**config.mk**
```make
export PLATFORM = sky130hd
export DESIGN_NAME = bcht_ram
export DESIGN_NICKNAME = d
export VERILOG_FILES = /design/src/bcht_ram.sv
export SDC_FILE = /design/constraint.sdc
export NUM_CORES = 1
export LEC_CHECK = 0
export ABC_CLOCK_PERIOD_IN_PS = 5800
export BUFFER_PORTS_ARGS = -buffer_cell sky130_fd_sc_hd__buf_2
export CAP_MARGIN = 20
export CORE_MARGIN = 2
export CORE_UTILIZATION = 31
export CTS_BUF_LIST = sky130_fd_sc_hd__clkbuf_4 sky130_fd_sc_hd__clkbuf_8 sky130_fd_sc_hd__clkbuf_16
export CTS_CLUSTER_SIZE = 8
export DETAILED_ROUTE_END_ITERATION = 10
export PLACE_DENSITY = 0.44
export SYNTH_ARGS = -nofsm -noshare
export SYNTH_HDL_FRONTEND = slang
export SYNTH_SLANG_ARGS = --single-unit
export TNS_END_PERCENT = 10
```
**constraint.sdc**
```tcl
create_clock -name clk_i -period 5.8 [get_ports clk_i]
set_input_delay 0.58 -clock clk_i [delete_from_list [all_inputs] [get_ports clk_i]]
set_output_delay 0.58 -clock clk_i [all_outputs]
set_load 0.03 [all_outputs]
```
**src/bcht_ram.sv**
```systemverilog
// Simple dual-port RAM with one write port and one registered read port.
module bcht_ram #(
  parameter int unsigned WIDTH = 8,
  parameter int unsigned DEPTH = 32,
  parameter int unsigned AW    = $clog2(DEPTH)
) (
  input  logic             clk_i,
  input  logic             we_i,
  input  logic [AW-1:0]    waddr_i,
  input  logic [WIDTH-1:0] wdata_i,
  input  logic             re_i,
  input  logic [AW-1:0]    raddr_i,
  output logic [WIDTH-1:0] rdata_o
);

  logic [WIDTH-1:0] mem_q [DEPTH];
  logic [WIDTH-1:0] rdata_q;

  always_ff @(posedge clk_i) begin
    if (we_i) begin
      mem_q[waddr_i] <= wdata_i;
    end
  end

  always_ff @(posedge clk_i) begin
    if (re_i) begin
      rdata_q <= mem_q[raddr_i];
    end
  end

  assign rdata_o = rdata_q;

endmodule

```
==> impl_results.rst, run 1 <==
.. list-table::
   :header-rows: 1

   * - Metric
     - Value
   * - RSZ-0062 raised after global routing
     - no
   * - Area growth from synthesis to layout
     - 16.0%
   * - Result of the run
     - finished clean
   * - Crit path arrival time
     - 3.05 ns
   * - Total die area
     - 34200 um^2
   * - Worst Setup Path Type
     - primary input to register
   * - Worst setup path endpoint
     - rdata_o[2]
   * - Share of final-layout standard cells stronger than drive strength 1
     - 0.350
   * - Setup crit start kind
     - primary input
   * - Clock-pin slew reported for the worst setup and hold paths after clock tree synthesis
     - 0.05 ns
   * - Vias after detailed routing
     - 4453
   * - Initial core utilization
     - 0.313
   * - CTS root buffer
     - sky130_fd_sc_hd__clkbuf_16
   * - Final Instance Area
     - 11800 um^2
   * - Antenna fix cells
     - 0
   * - Worst min-delay path category
     - primary input to register
   * - Maximum fanout count along the critical path
     - 44
   * - Antenna violations before repair
     - 0
   * - Drc violations
     - 0
   * - H-Tree Depth
     - 2
   * - Post-place instance area
     - 10800 um^2
   * - Final Hold Vio Count
     - 0
   * - Count of endpoints failing setup in the final report
     - 0
   * - Count of nets left with antenna violations after detail routing
     - 0
   * - Number of global-route vias before repair
     - 4614
   * - Worst path buffer plus inverter count
     - 2
   * - CTS max path bufs
     - 3
   * - Crit-path max cell delay
     - 0.68 ns
   * - Max-slew violations
     - 0
   * - Register area share after synthesis
     - 0.782
   * - Area of the mapped netlist
     - 10100 um^2
   * - Final worst clock skew
     - 0.0250 ns
   * - Io pins
     - 29
   * - Resized Gates After CTS
     - 0
   * - Total core area
     - 32400 um^2
   * - Critical path, cell by cell
     - buf_2 -> buf_4 -> mux4_2 -> mux4_2 -> mux2_2
   * - Transition time at the pin with the least slew margin
     - 1.05 ns
   * - Wire length of the first global-routing pass
     - 33600 um
   * - R2R cell count
     - 3
   * - Pre-CTS setup slack
     - 2.42 ns
   * - Power per unit of standard cell area
     - 361 nW/um^2
   * - Total clock buffers created by CTS
     - 38
   * - Final-stage net count
     - 492
   * - Final weighted congestion in routability-driven placement
     - 0.719
   * - Critical path launch point
     - raddr_i[2]
   * - Clock tree from TritonCTS
     - built
   * - Slowest library cell on the worst path
     - sky130_fd_sc_hd__buf_4
   * - Count of different cell masters after synthesis
     - 14
   * - Number of clock sinks
     - 264
   * - Count of max-cap constraint violations
     - 0
   * - Number of detailed-routing iterations run before antenna repair
     - 4
   * - Storage cell area
     - 7930 um^2
   * - Cell row count
     - 66
   * - Iteration-0 DRC Markers
     - 514
   * - Slew Limit Headroom
     - 0.298
   * - Maximum number of pins on one net before global-route repair
     - 45
   * - Multi-input combinational cell area
     - 2100 um^2
   * - YS warnings
     - 0
   * - Worst flop-to-flop path startpoint
     - mem_q[15][2]
   * - Post-CTS Setup Bufs
     - 0
   * - FF-to-FF setup slack
     - 3.83 ns
   * - Total global routing overflow
     - 0
   * - Hold buffer count at cts
     - 0
   * - Yosys reg bits
     - 264
   * - Setup TNS Final
     - 0 ns
   * - Net Count, Synth
     - 438
   * - Max IR drop VDD
     - 0.181 mV
   * - Gate Count Post-Synth
     - 417
   * - Crit path capture type
     - register
   * - Syn avg cell area
     - 24.3 um^2
   * - Leakage power
     - 3.61 nW
   * - Input/output buffers
     - 28
   * - Tcrit/Tclk final
     - 0.486
   * - Post-DR vias/cell
     - 4.88
   * - Highest achievable clock rate
     - 355 MHz
   * - Post-DP HPWL
     - 14700 um
   * - GRT Resource Usage Total
     - 0.142
   * - Number of filler cells placed in the layout
     - 2976
   * - FF-to-FF End
     - rdata_o[2]
   * - Library cell appearing most often on the critical path
     - sky130_fd_sc_hd__mux4_2
   * - Cell family with most CP delay
     - multiplexers
   * - Die outline height
     - 185 um
   * - Skew-Pair Late Insertion Delay
     - 0.51 ns
   * - Number of cells on the critical path
     - 5
   * - Post-detailed-routing wire length
     - 23500 um
   * - Minimum setup slack in the final design
     - 2.98 ns
   * - WL/cell
     - 25.8 um
   * - Data required time at the worst endpoint
     - 6.03 ns
   * - Die Span X
     - 185 um
   * - Final period demand of the worst path
     - 2.82 ns
## state kept, by name, summed over array words and instances (netlist names)
signal and flops:
rdata_o 8, mem_q 256
## cells in the mapped netlist (all sizes together)
master	n	area [um^2]
edfxtp	264	7930
mux4	80	1800
nor2	33	124
buf	14	83.8
mux2	8	90.1
clkbuf	6	22.5
nand3b	5	37.5
or3b	3	26.3
nand3	2	10.0
nand2	1	3.75
or3	1	6.26
## cell type report
class | count | area share
Sequential cell | 264 | 0.674
Multi-Input combinational cell | 133 | 0.179
Clock inverter | 1 | 0.000745
Clock buffer | 39 | 0.0830
Tap cell | 442 | 0.0470
Timing Repair Buffer | 34 | 0.0163
## report_power, final
group          internal, mW  total [mW]  switching, mW
clock                  1.17        1.88          0.714
combinational        0.0823       0.209          0.127
sequential             2.14        2.15         0.0108
## how the worst min path moves through the flow
stage                   to  cells after the start    startpoint  slack, ns
6_report        rdata_o[6]                      1          re_i       0.49
5_1_grt         rdata_o[7]                      1          re_i       0.49
4_1_cts         rdata_o[6]                      1          re_i       0.49
3_5_place_dp    rdata_o[6]                      3  mem_q[16][6]       0.97
3_3_place_gp    rdata_o[7]                      3  mem_q[23][7]       0.96
2_1_floorplan  mem_q[0][0]                      0    wdata_i[0]       0.68
## per-stage QoR
| step | cells | total power, mW | util | hold WS, ns |
|---|---|---|---|---|
| floorplan | 417 | 2.30 | - | 0.679 |
| global placement | 870 | 2.39 | 0.332 | 0.959 |
| detailed placement | 871 | 2.40 | 0.332 | 0.968 |
| CTS | 911 | 4.28 | 0.363 | 0.491 |
| global route | 913 | 4.36 | 0.363 | 0.486 |
| finish | 913 | 4.24 | 0.363 | 0.492 |
## cell usage in the layout, fill, tap and decap left out
master	Yosys	final
sky130_fd_sc_hd__edfxtp_1	264	264
sky130_fd_sc_hd__or3b_2	3	3
sky130_fd_sc_hd__buf_2	1	27
sky130_fd_sc_hd__nand3b_1	5	5
sky130_fd_sc_hd__nor2_1	33	33
sky130_fd_sc_hd__inv_6	0	1
sky130_fd_sc_hd__or3_1	1	1
sky130_fd_sc_hd__nand2_1	1	1
sky130_fd_sc_hd__mux2_2	8	8
sky130_fd_sc_hd__buf_6	1	1
sky130_fd_sc_hd__mux4_2	80	80
sky130_fd_sc_hd__clkbuf_16	0	39
sky130_fd_sc_hd__nand3_1	2	2
sky130_fd_sc_hd__buf_4	6	6
## routing by layer
| metal | share of wire | global-route usage | up-vias |
|---|---|---|---|
| li1 | - | - | 1869 |
| met1 | 0.46 | 0.204 | 2405 |
| met2 | 0.47 | 0.221 | 145 |
| met3 | 0.056 | 0.0277 | 34 |
| met4 | 0.020 | 0.0410 | 0 |
| met5 | 0 | 0 | - |
## cell families after synthesis
| group | after synthesis | share of synthesized area |
|---|---|---|
| muxes | 88 | 0.187 |
| buffers and inverters | 20 | 0.0105 |
| and+or+nand+nor | 45 | 0.0205 |
| DFF | 264 | 0.782 |
Power figures use the tool's default switching activity.
==> inputs of run 2 (changes only) <==
--- a/config.mk
+++ b/config.mk
@@ -5,7 +5,8 @@
 export SDC_FILE = /design/constraint.sdc
 export NUM_CORES = 1
 export LEC_CHECK = 0
-export ABC_CLOCK_PERIOD_IN_PS = 5800
+export ABC_AREA = 1
+export ABC_CLOCK_PERIOD_IN_PS = 2550
 export BUFFER_PORTS_ARGS = -buffer_cell sky130_fd_sc_hd__buf_2
 export CAP_MARGIN = 20
 export CORE_MARGIN = 2
@@ -13,7 +14,7 @@
 export CTS_BUF_LIST = sky130_fd_sc_hd__clkbuf_4 sky130_fd_sc_hd__clkbuf_8 sky130_fd_sc_hd__clkbuf_16
 export CTS_CLUSTER_SIZE = 8
 export DETAILED_ROUTE_END_ITERATION = 10
-export PLACE_DENSITY = 0.44
+export PLACE_DENSITY = 0.46
 export SYNTH_ARGS = -nofsm -noshare
 export SYNTH_HDL_FRONTEND = slang
 export SYNTH_SLANG_ARGS = --single-unit
==> constraint.sdc (replaced) <==
create_clock -name clk_i -period 2.55 [get_ports clk_i]
set_input_delay 0.255 -clock clk_i [delete_from_list [all_inputs] [get_ports clk_i]]
set_output_delay 0.255 -clock clk_i [all_outputs]
set_load 0.03 [all_outputs]
==> run 2 against run 1 <==
Compared with the run above: design area rose by 6.4%; non-clock buffer count up 29; clock skew fell by 0.0096 ns; via count rose by 56%; synthesized area rose by 7.2%; critical endpoint is now mem_q[6][5].
==> impl_results.rst, run 2 <==
.. list-table::
   :header-rows: 1

   * - Metric
     - Value
   * - Primary flip-flop cell chosen by synthesis mapping
     - sky130_fd_sc_hd__edfxtp_1
   * - CTS max path bufs
     - 3
   * - Cell depth of the worst min-delay path
     - 1
   * - Area of the mapped netlist
     - 10900 um^2
   * - Slew Limit Headroom
     - 0.412
   * - Post-DP HPWL
     - 16600 um
   * - Net Count, Synth
     - 943
   * - Die Span X
     - 191 um
   * - Max IR drop VDD
     - 0.435 mV
   * - Count of max-cap constraint violations
     - 0
   * - Cell with the most instances after synthesis
     - sky130_fd_sc_hd__nand2_1
   * - Initial core utilization
     - 0.315
   * - Setup TNS Final
     - 0 ns
   * - Highest achievable clock rate
     - 638 MHz
   * - Tcrit/Tclk final
     - 0.614
   * - Drc violations
     - 0
   * - Final worst clock skew
     - 0.0154 ns
   * - Wire length of the first global-routing pass
     - 44000 um
   * - Crit path capture type
     - register
   * - Cell row count
     - 68
   * - Worst flop-to-flop path startpoint
     - mem_q[9][2]
   * - Skew-Pair Late Insertion Delay
     - 0.51 ns
   * - RSZ-0062 raised after global routing
     - no
   * - Number of clock sinks
     - 264
   * - Largest register FFs
     - 256
   * - FF-to-FF setup slack
     - 1.26 ns
   * - Amount of wire on met2 after detailed routing
     - 13200 um
   * - Worst Setup Path Type
     - primary input to register
   * - Total die area
     - 36600 um^2
   * - Final Hold Vio Count
     - 0
   * - Minimum setup slack in the final design
     - 0.984 ns
   * - Number of enable flip-flop cells after synthesis
     - 264
   * - Post-CTS Setup Bufs
     - 0
   * - Power per unit of standard cell area
     - 795 nW/um^2
   * - Antenna violations before repair
     - 0
   * - Total power of the final layout
     - 9.94 mW
   * - Clock tree from TritonCTS
     - built
   * - Count of endpoints failing setup in the final report
     - 0
   * - Final period demand of the worst path
     - 1.57 ns
   * - FF-to-FF End
     - rdata_o[2]
   * - Vias after detailed routing
     - 6932
   * - Uppermost layer routed
     - met4
   * - Gate Count Post-Synth
     - 922
   * - Die outline height
     - 191 um
   * - Transition time at the pin with the least slew margin
     - 0.878 ns
   * - Area leader, netlist
     - sky130_fd_sc_hd__edfxtp_1
   * - Worst min-delay path category
     - primary input to register
   * - Max-slew violations
     - 0
   * - Area growth from synthesis to layout
     - 15.2%
   * - Leakage power
     - 4.60 nW
   * - CTS root buffer
     - sky130_fd_sc_hd__clkbuf_16
   * - Multi-input combinational cell area
     - 2490 um^2
   * - Setup crit start kind
     - primary input
   * - Routed wire length on met3
     - 1440 um
   * - End point of the most critical hold path
     - rdata_o[4]
   * - Pre-CTS setup slack
     - 0.411 ns
   * - Storage cell area
     - 7930 um^2
   * - Hold buffer count at cts
     - 0
   * - Data required time at the worst endpoint
     - 2.68 ns
   * - Worst Min Path Start
     - re_i
   * - R2R cell count
     - 8
   * - Post-DR vias/cell
     - 4.85
   * - Resized Gates After CTS
     - 0
   * - Register with the highest flop count
     - mem_q
   * - Share of final-layout standard cells stronger than drive strength 1
     - 0.109
   * - Commonest non-fill, non-tap cells in the layout
     - sky130_fd_sc_hd__nand2_1, sky130_fd_sc_hd__edfxtp_1, sky130_fd_sc_hd__nand3_1, sky130_fd_sc_hd__clkbuf_16
   * - Post-synthesis async set-or-reset flop share
     - 0
   * - Total global routing overflow
     - 0
   * - Iteration-0 DRC Markers
     - 553
   * - Register area share after synthesis
     - 0.730
   * - Input/output buffers
     - 28
   * - Total core area
     - 34500 um^2
   * - Io pins
     - 29
   * - Number of filler cells placed in the layout
     - 3518
   * - Count of nets left with antenna violations after detail routing
     - 0
   * - Most common cell after layout, fill and taps aside
     - sky130_fd_sc_hd__nand2_1
   * - Number of detailed-routing iterations run before antenna repair
     - 7
   * - Top cells by count, synth
     - sky130_fd_sc_hd__nand2_1, sky130_fd_sc_hd__edfxtp_1, sky130_fd_sc_hd__nand3_1, sky130_fd_sc_hd__nor2_1, sky130_fd_sc_hd__buf_6
   * - WL/cell
     - 20.1 um
   * - Final weighted congestion in routability-driven placement
     - 0.743
   * - Crit path arrival time
     - 1.69 ns
   * - Biggest area contributors in the synthesized netlist
     - sky130_fd_sc_hd__edfxtp_1, sky130_fd_sc_hd__nand2_1, sky130_fd_sc_hd__nand3_1
   * - Maximum number of pins on one net before global-route repair
     - 106
   * - GRT Resource Usage Total
     - 0.162
   * - Total clock buffers created by CTS
     - 38
   * - Syn avg cell area
     - 11.8 um^2
   * - YS warnings
     - 0
   * - Count of different cell masters after synthesis
     - 11
   * - H-Tree Depth
     - 2
   * - Result of the run
     - finished clean
   * - Maximum fanout count along the critical path
     - 8
   * - Final-stage net count
     - 994
   * - Fraction of post-synthesis cell area in the top cell type by area
     - 0.730
   * - Number of global-route vias before repair
     - 7053
   * - Post-detailed-routing wire length
     - 28800 um
   * - Met1 routed wirelength after detailed routing
     - 13600 um
   * - Yosys reg bits
     - 264
   * - Clock-pin slew reported for the worst setup and hold paths after clock tree synthesis
     - 0.05 ns
## run 2: cell count changes after synthesis, moves of 4 or more
cell | previous run | this run
sky130_fd_sc_hd__mux4_2 | 80 | 0
sky130_fd_sc_hd__inv_1 | 0 | 8
sky130_fd_sc_hd__nand3b_1 | 5 | 0
sky130_fd_sc_hd__mux2_2 | 8 | 0
sky130_fd_sc_hd__buf_6 | 1 | 24
sky130_fd_sc_hd__buf_2 | 1 | 15
sky130_fd_sc_hd__nand2_1 | 1 | 360
sky130_fd_sc_hd__nand3_1 | 2 | 204
sky130_fd_sc_hd__buf_1 | 6 | 2
## run 2: layout make-up
cell class,instances,area share
flip-flops and latches,264,0.634
multi-input cells,596,0.199
clock buffers,41,0.0820
well taps,455,0.0455
repair buffers,63,0.0364
inverters,10,0.00320
diodes,1,0.000200
## run 2: cell families (layout without fill, tap and decap cells)
kind of cell / count (synthesis) / after routing / synth area share
other cells: 0 / 1 / 0
buf+inv: 62 / 114 / 0.0411
flops: 264 / 264 / 0.730
simple gates: 596 / 596 / 0.229
## run 2: critical path: stages
cell	delay, ns
sky130_fd_sc_hd__buf_2	0.11
sky130_fd_sc_hd__inv_1	0.06
sky130_fd_sc_hd__nand3_1	0.41
sky130_fd_sc_hd__nor2_1	0.85
## run 2: worst max path at each step
stage,startpoint,endpoint,slack (ns),cells after the start
final,waddr_i[0],mem_q[6][5],0.98,4
after detailed placement,waddr_i[0],mem_q[6][2],0.41,4
after CTS,waddr_i[0],mem_q[6][5],0.94,4
after floorplan,waddr_i[0],mem_q[0][0],1.26,3
after global placement,waddr_i[0],mem_q[6][2],0.44,4
after global routing,waddr_i[0],mem_q[6][5],0.86,4
## run 2: metal layers
layer / vias to the layer above / track usage
li1: 3292 / -
met1: 3415 / 0.235
met2: 178 / 0.253
met3: 47 / 0.0242
met4: 0 / 0.0429
met5: - / 0
## run 2: power breakdown
group	switching, mW	internal, mW	leakage [nW]	total, mW
sequential	0.0187	4.86	2.39	4.87
clock	1.68	2.79	0.505	4.47
combinational	0.452	0.148	1.71	0.600
## run 2: per-stage QoR
stage          cell area [um^2]  hold WS (ns)  cells  utilization
3_5_place_dp              11500         0.642   1388        0.332
2_1_floorplan             10900         0.354    922            -
4_1_cts                   12500         0.103   1429        0.362
5_1_grt                   12500         0.117   1429        0.362
3_3_place_gp              11500         0.642   1388        0.332
6_report                  12500         0.128   1430        0.362
